$ cat src/hw/rtl/orc_pkg.sv
package orc_pkg;

  // Field widths
  localparam int START_BITS = 48;
  localparam int COUNT_BITS = 48;
  localparam int CNT_W      = 31;
  localparam int NEXT_W     = ((START_BITS > COUNT_BITS) ? START_BITS : COUNT_BITS) + 1;
  localparam int SUM_W      = COUNT_BITS + 1;

  // Largest value of a 31-bit counter, also the signed 32-bit maximum
  localparam logic [CNT_W-1:0] CNT_MAX = {CNT_W{1'b1}};

  // Result queue depth
  localparam int QDEPTH = 4;
  localparam int QPTR_W = $clog2(QDEPTH);
  localparam int QCNT_W = $clog2(QDEPTH + 1);

  // Configuration register indexes
  localparam int CFG_IDX_W = 2;
  localparam logic [CFG_IDX_W-1:0] CFG_EXTENT           = 2'd0;
  localparam logic [CFG_IDX_W-1:0] CFG_EXTENT_UNBOUNDED = 2'd1;
  localparam logic [CFG_IDX_W-1:0] CFG_COUNTS_PRESENT   = 2'd2;

  typedef enum logic [2:0] {
    ST_OK,
    ST_START_NA,
    ST_START_LOW,
    ST_NOT_ASCENDING,
    ST_BEYOND_EXTENT,
    ST_COUNT_NA,
    ST_COUNT_NEGATIVE,
    ST_TOO_LARGE
  } orc_status_t;

  typedef struct packed {
    logic [START_BITS-1:0]        start_value;
    logic                         start_is_na;
    logic signed [COUNT_BITS-1:0] count_value;
    logic                         count_is_na;
    logic                         is_last;
  } orc_in_t;

  typedef struct packed {
    orc_status_t           status;
    logic [START_BITS-1:0] block_start;
    logic [CNT_W-1:0]      block_length;
    logic                  run_end;
    logic [CNT_W-1:0]      selected_total;
    logic [CNT_W-1:0]      element_total;
    logic [CNT_W-1:0]      block_total;
    logic                  can_reduce;
  } orc_out_t;

  typedef struct packed {
    logic [START_BITS-1:0] extent;
    logic                  extent_unbounded;
    logic                  counts_present;
  } orc_cfg_t;

  // Results produced by one item: cnt is 0, 1 or 2, a goes out first
  typedef struct packed {
    logic [1:0] cnt;
    orc_out_t   a;
    orc_out_t   b;
  } orc_push_t;

endpackage

$ cat src/hw/rtl/orc_engine.sv
module orc_engine (
  input  logic              clk,
  input  logic              rst_n,
  input  logic              in_valid,
  output logic              in_ready,
  input  orc_pkg::orc_in_t  in_data,
  input  orc_pkg::orc_cfg_t cfg,
  input  logic              room2,
  output orc_pkg::orc_push_t push
);
  import orc_pkg::*;

  // Input register
  logic    in_v_r;
  orc_in_t in_r;
  logic    take;

  assign take     = in_v_r && room2;
  assign in_ready = !in_v_r || take;

  always_ff @(posedge clk) begin
    if (!rst_n) begin
      in_v_r <= 1'b0;
    end else if (in_valid && in_ready) begin
      in_v_r <= 1'b1;
    end else if (take) begin
      in_v_r <= 1'b0;
    end
  end

  always_ff @(posedge clk) begin
    if (in_valid && in_ready) begin
      in_r <= in_data;
    end
  end

  // List state
  logic [NEXT_W-1:0]     nes_r, nes_nxt;
  logic [START_BITS-1:0] open_start_r, open_start_nxt;
  logic [CNT_W-1:0]      open_len_r, open_len_nxt;
  logic                  open_r, open_nxt;
  logic [CNT_W-1:0]      total_r, total_nxt;
  logic [CNT_W-1:0]      pairs_r, pairs_nxt;
  logic [CNT_W-1:0]      blocks_r, blocks_nxt;
  logic                  err_r, err_nxt;

  // Datapath terms for the item in the input register
  logic [COUNT_BITS-1:0] cnt;
  logic                  skip;
  logic [NEXT_W-1:0]     start_ext;
  logic [NEXT_W-1:0]     next_start;
  logic [NEXT_W-1:0]     extent_ext;
  logic [SUM_W-1:0]      sum;
  logic                  new_block;
  logic                  fail;
  orc_status_t           fail_code;
  orc_out_t              closed_rec;
  orc_out_t              final_rec;
  orc_out_t              err_rec;

  assign cnt        = cfg.counts_present ? COUNT_BITS'(unsigned'(in_r.count_value))
                                         : COUNT_BITS'(1);
  assign skip       = cfg.counts_present && (in_r.count_value == '0);
  assign start_ext  = NEXT_W'(in_r.start_value);
  assign next_start = start_ext + NEXT_W'(cnt);
  assign extent_ext = NEXT_W'(cfg.extent);
  assign sum        = SUM_W'(total_r) + SUM_W'(cnt);
  assign new_block  = !open_r || (start_ext != nes_r);

  // Checks in priority order
  always_comb begin
    fail      = 1'b1;
    fail_code = ST_OK;
    if (cfg.counts_present && in_r.count_is_na) begin
      fail_code = ST_COUNT_NA;
    end else if (cfg.counts_present && in_r.count_value[COUNT_BITS-1]) begin
      fail_code = ST_COUNT_NEGATIVE;
    end else if (skip) begin
      fail = 1'b0;
    end else if (in_r.start_is_na) begin
      fail_code = ST_START_NA;
    end else if (in_r.start_value == '0) begin
      fail_code = ST_START_LOW;
    end else if (start_ext < nes_r) begin
      fail_code = ST_NOT_ASCENDING;
    end else if (!cfg.extent_unbounded && ((next_start - NEXT_W'(1)) > extent_ext)) begin
      fail_code = ST_BEYOND_EXTENT;
    end else if (sum > SUM_W'(CNT_MAX)) begin
      fail_code = ST_TOO_LARGE;
    end else begin
      fail = 1'b0;
    end
  end

  // Next state and result items
  always_comb begin
    nes_nxt        = nes_r;
    open_start_nxt = open_start_r;
    open_len_nxt   = open_len_r;
    open_nxt       = open_r;
    total_nxt      = total_r;
    pairs_nxt      = pairs_r;
    blocks_nxt     = blocks_r;
    err_nxt        = err_r;
    push           = '0;
    closed_rec     = '0;
    final_rec      = '0;
    err_rec        = '0;

    if (take) begin
      if (err_r) begin
        // Drain the rest of a failed list, its last pair clears the list state
        if (in_r.is_last) begin
          err_nxt        = 1'b0;
          nes_nxt        = '0;
          open_start_nxt = '0;
          open_len_nxt   = '0;
          open_nxt       = 1'b0;
          total_nxt      = '0;
          pairs_nxt      = '0;
          blocks_nxt     = '0;
        end
      end else begin
        if (pairs_r != CNT_MAX) begin
          pairs_nxt = pairs_r + CNT_W'(1);
        end
        if (fail) begin
          err_rec.status  = fail_code;
          err_rec.run_end = 1'b1;
          push.cnt        = 2'd1;
          push.a          = err_rec;
          err_nxt         = !in_r.is_last;
        end else begin
          if (!skip) begin
            total_nxt = CNT_W'(sum);
            nes_nxt   = next_start;
            if (new_block) begin
              if (blocks_r != CNT_MAX) begin
                blocks_nxt = blocks_r + CNT_W'(1);
              end
              open_start_nxt = in_r.start_value;
              open_len_nxt   = CNT_W'(cnt);
              open_nxt       = 1'b1;
            end else begin
              open_len_nxt = open_len_r + CNT_W'(cnt);
            end
          end

          // Block closed by a start that does not continue it
          closed_rec.status         = ST_OK;
          closed_rec.block_start    = open_start_r;
          closed_rec.block_length   = open_len_r;
          closed_rec.selected_total = total_nxt;
          closed_rec.element_total  = pairs_nxt;
          closed_rec.block_total    = blocks_nxt;

          final_rec.status         = ST_OK;
          final_rec.block_start    = open_nxt ? open_start_nxt : '0;
          final_rec.block_length   = open_nxt ? open_len_nxt : '0;
          final_rec.run_end        = 1'b1;
          final_rec.selected_total = total_nxt;
          final_rec.element_total  = pairs_nxt;
          final_rec.block_total    = blocks_nxt;
          final_rec.can_reduce     = blocks_nxt < pairs_nxt;

          if (!skip && new_block && open_r) begin
            push.a   = closed_rec;
            push.b   = final_rec;
            push.cnt = in_r.is_last ? 2'd2 : 2'd1;
          end else if (in_r.is_last) begin
            push.a   = final_rec;
            push.cnt = 2'd1;
          end
        end

        // End of list returns everything to its reset value
        if (in_r.is_last) begin
          nes_nxt        = '0;
          open_start_nxt = '0;
          open_len_nxt   = '0;
          open_nxt       = 1'b0;
          total_nxt      = '0;
          pairs_nxt      = '0;
          blocks_nxt     = '0;
        end
      end
    end
  end

  always_ff @(posedge clk) begin
    if (!rst_n) begin
      nes_r        <= '0;
      open_start_r <= '0;
      open_len_r   <= '0;
      open_r       <= 1'b0;
      total_r      <= '0;
      pairs_r      <= '0;
      blocks_r     <= '0;
      err_r        <= 1'b0;
    end else begin
      nes_r        <= nes_nxt;
      open_start_r <= open_start_nxt;
      open_len_r   <= open_len_nxt;
      open_r       <= open_nxt;
      total_r      <= total_nxt;
      pairs_r      <= pairs_nxt;
      blocks_r     <= blocks_nxt;
      err_r        <= err_nxt;
    end
  end

  // Two results only when a closed block is followed by the final one
  a_two_results: assert property (@(posedge clk) disable iff (!rst_n)
    (push.cnt == 2'd2) |-> (push.b.run_end && !push.a.run_end))
    else $error("two results without a closed block and a final block");

  // An error item gives exactly one result, and it ends the list
  a_error_single: assert property (@(posedge clk) disable iff (!rst_n)
    ((push.cnt != 2'd0) && (push.a.status != ST_OK)) |-> ((push.cnt == 2'd1) && push.a.run_end))
    else $error("error result not alone or without run_end");

endmodule

$ cat src/hw/rtl/orc_out_queue.sv
module orc_out_queue (
  input  logic               clk,
  input  logic               rst_n,
  input  orc_pkg::orc_push_t push,
  output logic               room2,
  output logic               out_valid,
  input  logic               out_ready,
  output orc_pkg::orc_out_t  out_data
);
  import orc_pkg::*;

  orc_out_t          mem [QDEPTH];
  logic [QPTR_W-1:0] head_r, head_nxt;
  logic [QPTR_W-1:0] tail_r, tail_nxt;
  logic [QCNT_W-1:0] count_r, count_nxt;
  logic              pop;

  assign out_valid = (count_r != '0);
  assign out_data  = mem[head_r];
  assign pop       = out_valid && out_ready;
  assign room2     = (count_r <= QCNT_W'(QDEPTH - 2));

  // Pointer and fill bookkeeping
  always_comb begin
    head_nxt  = head_r + QPTR_W'(pop);
    tail_nxt  = tail_r + QPTR_W'(push.cnt);
    count_nxt = count_r + QCNT_W'(push.cnt) - QCNT_W'(pop);
  end

  always_ff @(posedge clk) begin
    if (!rst_n) begin
      head_r  <= '0;
      tail_r  <= '0;
      count_r <= '0;
    end else begin
      head_r  <= head_nxt;
      tail_r  <= tail_nxt;
      count_r <= count_nxt;
    end
  end

  // Up to two entries written per item
  always_ff @(posedge clk) begin
    if (push.cnt != 2'd0) begin
      mem[tail_r] <= push.a;
    end
    if (push.cnt == 2'd2) begin
      mem[tail_r + QPTR_W'(1)] <= push.b;
    end
  end

  a_no_overflow: assert property (@(posedge clk) disable iff (!rst_n)
    count_r <= QCNT_W'(QDEPTH))
    else $error("result queue overflow");

  a_fill_tracks: assert property (@(posedge clk) disable iff (!rst_n)
    ##1 (count_r == $past(count_r) + QCNT_W'($past(push.cnt)) - QCNT_W'($past(pop))))
    else $error("result queue fill count out of step");

endmodule

$ cat src/hw/rtl/ordered_run_coalescer_core.sv
// Ordered run coalescer: takes one (start, count) pair of a sorted selection list
// per input item, checks it, merges pairs that continue the open block, and emits
// each closed block plus a final block with totals when is_last is seen. The first
// error gives one result with run_end set; the rest of that list is dropped up to
// and including its last pair. Rate: one input item per cycle sustained as long as
// the result side takes one result per cycle. An item is held in an input register
// while check-and-merge logic works on it; its results are written into a 4-entry
// result queue, from which they are read. The input stalls while
// the queue has fewer than two free entries; a last pair that closes a block yields
// two results. Configuration is taken every cycle and must only change while idle.
module ordered_run_coalescer_core (
  input  logic                              clk,
  input  logic                              rst_n,
  input  logic                              in_valid,
  output logic                              in_ready,
  input  orc_pkg::orc_in_t                  in_data,
  output logic                              out_valid,
  input  logic                              out_ready,
  output orc_pkg::orc_out_t                 out_data,
  input  logic                              cfg_valid,
  output logic                              cfg_ready,
  input  logic [orc_pkg::CFG_IDX_W-1:0]     cfg_index,
  input  logic [orc_pkg::START_BITS-1:0]    cfg_data
);
  import orc_pkg::*;

  // Configuration registers
  orc_cfg_t cfg_r;
  logic     cfg_we;

  assign cfg_ready = 1'b1;
  assign cfg_we    = cfg_valid && cfg_ready;

  always_ff @(posedge clk) begin
    if (!rst_n) begin
      cfg_r.extent           <= '0;
      cfg_r.extent_unbounded <= 1'b1;
      cfg_r.counts_present   <= 1'b1;
    end else if (cfg_we) begin
      unique case (cfg_index)
        CFG_EXTENT:           cfg_r.extent           <= cfg_data;
        CFG_EXTENT_UNBOUNDED: cfg_r.extent_unbounded <= cfg_data[0];
        CFG_COUNTS_PRESENT:   cfg_r.counts_present   <= cfg_data[0];
        default: ;
      endcase
    end
  end

  // Check and merge stage
  orc_push_t push;
  logic      room2;

  orc_engine u_engine (
    .clk      (clk),
    .rst_n    (rst_n),
    .in_valid (in_valid),
    .in_ready (in_ready),
    .in_data  (in_data),
    .cfg      (cfg_r),
    .room2    (room2),
    .push     (push)
  );

  // Result queue
  orc_out_queue u_queue (
    .clk       (clk),
    .rst_n     (rst_n),
    .push      (push),
    .room2     (room2),
    .out_valid (out_valid),
    .out_ready (out_ready),
    .out_data  (out_data)
  );

endmodule
$ cat config.mk
export PLATFORM = sky130hd
export DESIGN_NAME = ordered_run_coalescer_core
export DESIGN_NICKNAME = d
export VERILOG_FILES = /design/src/hw/rtl/orc_pkg.sv /design/src/hw/rtl/orc_engine.sv /design/src/hw/rtl/orc_out_queue.sv /design/src/hw/rtl/ordered_run_coalescer_core.sv
export SDC_FILE = /design/constraint.sdc
export NUM_CORES = 2
export LEC_CHECK = 0
export BUFFER_PORTS_ARGS = -buffer_cell sky130_fd_sc_hd__buf_2
export CAP_MARGIN = 20
export CORE_UTILIZATION = 50
export CTS_CLUSTER_DIAMETER = 120
export DETAILED_ROUTE_END_ITERATION = 16
export PLACE_DENSITY = 0.67
export SYNTH_ARGS = -nofsm -noshare
export SYNTH_HDL_FRONTEND = slang
export SYNTH_SLANG_ARGS = --single-unit
$ cat constraint.sdc
create_clock -name clk -period 23.2 [get_ports clk]
set_input_delay 3.48 -clock clk [delete_from_list [all_inputs] [get_ports clk]]
set_output_delay 3.48 -clock clk [all_outputs]
set_load 0.005 [all_outputs]
==> impl_table.tex <==
\begin{tabular}{lr}
\hline
Metric & Value \\
\hline
\multicolumn{2}{l}{\textbf{Status}} \\
Run status & completed \\
\multicolumn{2}{l}{\textbf{Logic synthesis}} \\
Syn nets & 6149 \\
Number of warnings printed during yosys synthesis & 0 \\
Post-synthesis instance area & 0.06091 mm2 \\
Asr flop ratio synth & 0 \\
Number of synthesized register bits & 1088 \\
Xor and xnor fraction of the mapped netlist area & 0.03572 \\
Number of flops mapped to enable cells by yosys & 795 \\
Average cell area after synthesis & 10.51 um2 \\
Distinct cells, synth & 119 \\
Area leader, netlist & edfxtp\_1 \\
Most frequent cells after synthesis & edfxtp\_1, nor2\_1, nand2\_1 \\
Cell types with the largest area share after synthesis & edfxtp\_1, dfxtp\_1, mux4\_2, ha\_1, nor2\_1 \\
Most instantiated library cell after synthesis & edfxtp\_1 \\
Mux cell area share after synthesis & 0.06937 \\
Most instantiated flip-flop cell in the synthesis netlist & edfxtp\_1 \\
Area fraction in compound gates after synthesis & 0.1747 \\
Proportion of synthesized chip area in sequential cells & 0.4883 \\
Synth Area in Simple Gates & 0.1465 \\
Main combinational cell family by area after synthesis & compound AO/OA/AOI/OAI gates \\
Top cell type's share of synthesized area & 0.3920 \\
Fraction of the mapped netlist area in adder cells & 0.04279 \\
Count of mapped cells out of synthesis & 5797 \\
\multicolumn{2}{l}{\textbf{Global routing}} \\
Vias in the first global route & 45620 \\
Maximum number of pins on one net before global-route repair & 99 \\
Global-route wire length before repair & 291.7 mm \\
Initial antenna violation count & 4 \\
Global routing usage summed across all routing layers & 0.3148 \\
Total global routing overflow & 0 \\
\multicolumn{2}{l}{\textbf{Critical path}} \\
RR Startpoint & cfg\_r[0] \\
Required time of the critical path & 23.54 ns \\
Type of the worst setup path & flip-flop to flip-flop \\
Crit path DAT & 13.53 ns \\
Critical-path cell with the highest stage delay & buf\_4 \\
Max stage delay on crit path & 0.82 ns \\
Critical Path Source & cfg\_r[0] \\
Startpoint class of the critical path & flip-flop \\
Maximum fanout along the worst path & 56 \\
Worst Setup End Kind & flip-flop \\
\multicolumn{2}{l}{\textbf{CTS}} \\
Max Root-Sink Buffers & 3 \\
Post-CTS resize count & 0 \\
Post-CTS Hold Fix Bufs & 0 \\
Number of H-tree levels & 3 \\
Worst-Skew Late Latency & 0.74 ns \\
Cell chosen for the clock root & clkbuf\_16 \\
CTS tree & built \\
Sink count of the clock tree & 1088 \\
Worst-path clk slew & 0.06 ns \\
Post-CTS setup-driven buffer insertion count & 0 \\
TritonCTS Buffers & 111 \\
\multicolumn{2}{l}{\textbf{Floorplan}} \\
Die X & 351.0 um \\
Top-Level Pins & 334 \\
Number of core rows & 127 \\
Chip height & 351.0 um \\
Floorplan core area & 0.1203 mm2 \\
Initial standard-cell utilization of the core & 0.5063 \\
Area of the die & 0.1232 mm2 \\
\multicolumn{2}{l}{\textbf{Timing}} \\
Max transition margin & 0.1781 \\
Count of endpoints failing hold in the final timing report & 0 \\
Post-route fraction of the period consumed by the critical path & 0.5684 \\
Setup slack after layout & 10.01 ns \\
Number of setup violations in the final report & 0 \\
Final setup TNS & 0 ns \\
Tightest Pin Transition & 1.224 ns \\
Fin. max-slew vios & 0 \\
Achievable clock frequency & 75.83 MHz \\
Worst clock skew on the final layout & 0.04654 ns \\
Hold slack final & 0.4529 ns \\
Min cycle time layout & 13.19 ns \\
Setup repair after global routing missed its margin & false \\
\multicolumn{2}{l}{\textbf{Min path}} \\
Worst min-delay path class & flip-flop to flip-flop \\
Startpoint of the tightest hold check path & u\_queue.mem[0][176] \\
\multicolumn{2}{l}{\textbf{Finish}} \\
FILL cells & 10310 \\
Layout net count & 6264 \\
Area delta synth->final & 10.52\% \\
Proportion of layout cells with a drive suffix above 1 & 0.1461 \\
\multicolumn{2}{l}{\textbf{Detailed routing}} \\
Detailed-route DRC error count & 0 \\
Via count & 48710 \\
Overall routed net length & 197.5 mm \\
Avg Vias per Cell & 6.388 \\
Final ANT Viol Nets & 0 \\
Detailed-router iteration count before antenna repair & 6 \\
Initial DRC Count & 5887 \\
Wire length per cell after detailed routing & 25.90 um \\
\multicolumn{2}{l}{\textbf{Placement}} \\
DP Worst Slack & 10.21 ns \\
Detailed placer's ending HPWL & 139.2 mm \\
Buffers added on ports & 332 \\
Routability congestion estimate from global placement & 0.9955 \\
\multicolumn{2}{l}{\textbf{Power}} \\
VDD IR-drop max & 0.00006392 V \\
Pwr/cell area & 78.24 mW/mm2 \\
Static leakage & 23.62 nW \\
\multicolumn{2}{l}{\textbf{Run}} \\
Maxcap violations & 0 \\
\hline
\end{tabular}
worst max-delay path, delay by kind of cell, from the launching register on:
kind	cells	cell delay [ns]
flops	1	0.68
simple gates	11	4.19
fa+ha+maj	3	0.71
mux	1	0.21
xor+xnor	2	0.39
buf+inv	5	2.80
compound gates	13	3.61
routing by layer:
metal | wire (um) | global-route usage
met3 | 18240 | 0.04902
met1 | 83220 | 0.4481
met5 | 13 | 0
met2 | 88510 | 0.4830
met4 | 7507 | 0.1213
cell type report:
cell class,count,area [um2],share of cell area
Tap cell,1612,2017,0.02996
Clock inverter,55,619.3,0.009201
Inverter,199,752.0,0.01117
Timing Repair Buffer,418,2315,0.03439
Clock buffer,156,3118,0.04632
Antenna cell,3,7.507,0.0001115
Multi-Input combinational cell,4094,28740,0.4269
Sequential cell,1088,29750,0.4420
power breakdown:
group          internal (mW)  switching [mW]  total, mW  leakage [nW]
logic                  0.489           0.695       1.18          11.9
clock network           1.03           0.801       1.84          1.81
registers               2.16          0.0904       2.25          9.93
cell usage in the layout (no fill, tap or decap), types with 53 or more instances in the layout:
cell and instances:
a21boi_0 67, a21o_1 90, a21oi_1 210, a22o_1 259, a22oi_1 53, and2_1 80, buf_2 332, buf_4 85
clkbuf_16 112, dfxtp_1 290, edfxtp_1 795, ha_1 197, inv_1 197, mux4_2 177, nand2_1 541, nand3_1 183
nand4_1 73, nor2_1 652, nor3_1 54, o21ai_0 310, o22ai_1 121, o31ai_1 58, xnor2_1 148, xor2_1 93
logic make-up after synthesis:
family	Yosys count
AOI/OAI and AO/OA	1524
xor gates and xnor gates	245
adders and majority gates	210
buffers and inverters	615
DFF	1088
muxes	199
other	1
and+or+nand+nor	1915
worst paths after layout:
kind,slack [ns],endpoint,depth (start not counted)
max,10.01,u_queue.mem[0][143],35
min reg2reg,0.45,u_queue.mem[0][176],2
min,0.45,u_queue.mem[0][176],2
max reg2reg,10.01,u_queue.mem[0][143],35
sequential cells by signal, summed over array words and instances (netlist names):
| name | cells |
|---|---|
| u_engine.blocks_r | 31 |
| u_queue.head_r | 2 |
| u_engine.open_r | 1 |
| u_engine.in_v_r | 1 |
| u_queue.count_r | 3 |
| u_engine.nes_r | 49 |
| cfg_r | 50 |
| u_engine.pairs_r | 31 |
| u_engine.in_r | 99 |
| u_engine.err_r | 1 |
| u_engine.open_len_r | 31 |
| u_queue.tail_r | 2 |
| u_engine.open_start_r | 48 |
| u_queue.mem | 708 |
| u_engine.total_r | 31 |
metrics by stage:
stage          instances  total power, mW  area (um2)    util
5_1_grt             7622            5.455       67310  0.5595
4_1_cts             7622            5.276       67310  0.5595
6_report            7625            5.267       67310  0.5596
3_5_place_dp        7411            3.461       63570  0.5285
3_3_place_gp        7410            3.448       63550  0.5284
2_1_floorplan       5797            3.010       60910       -
Note: power is estimated with default switching activity, not from simulation.
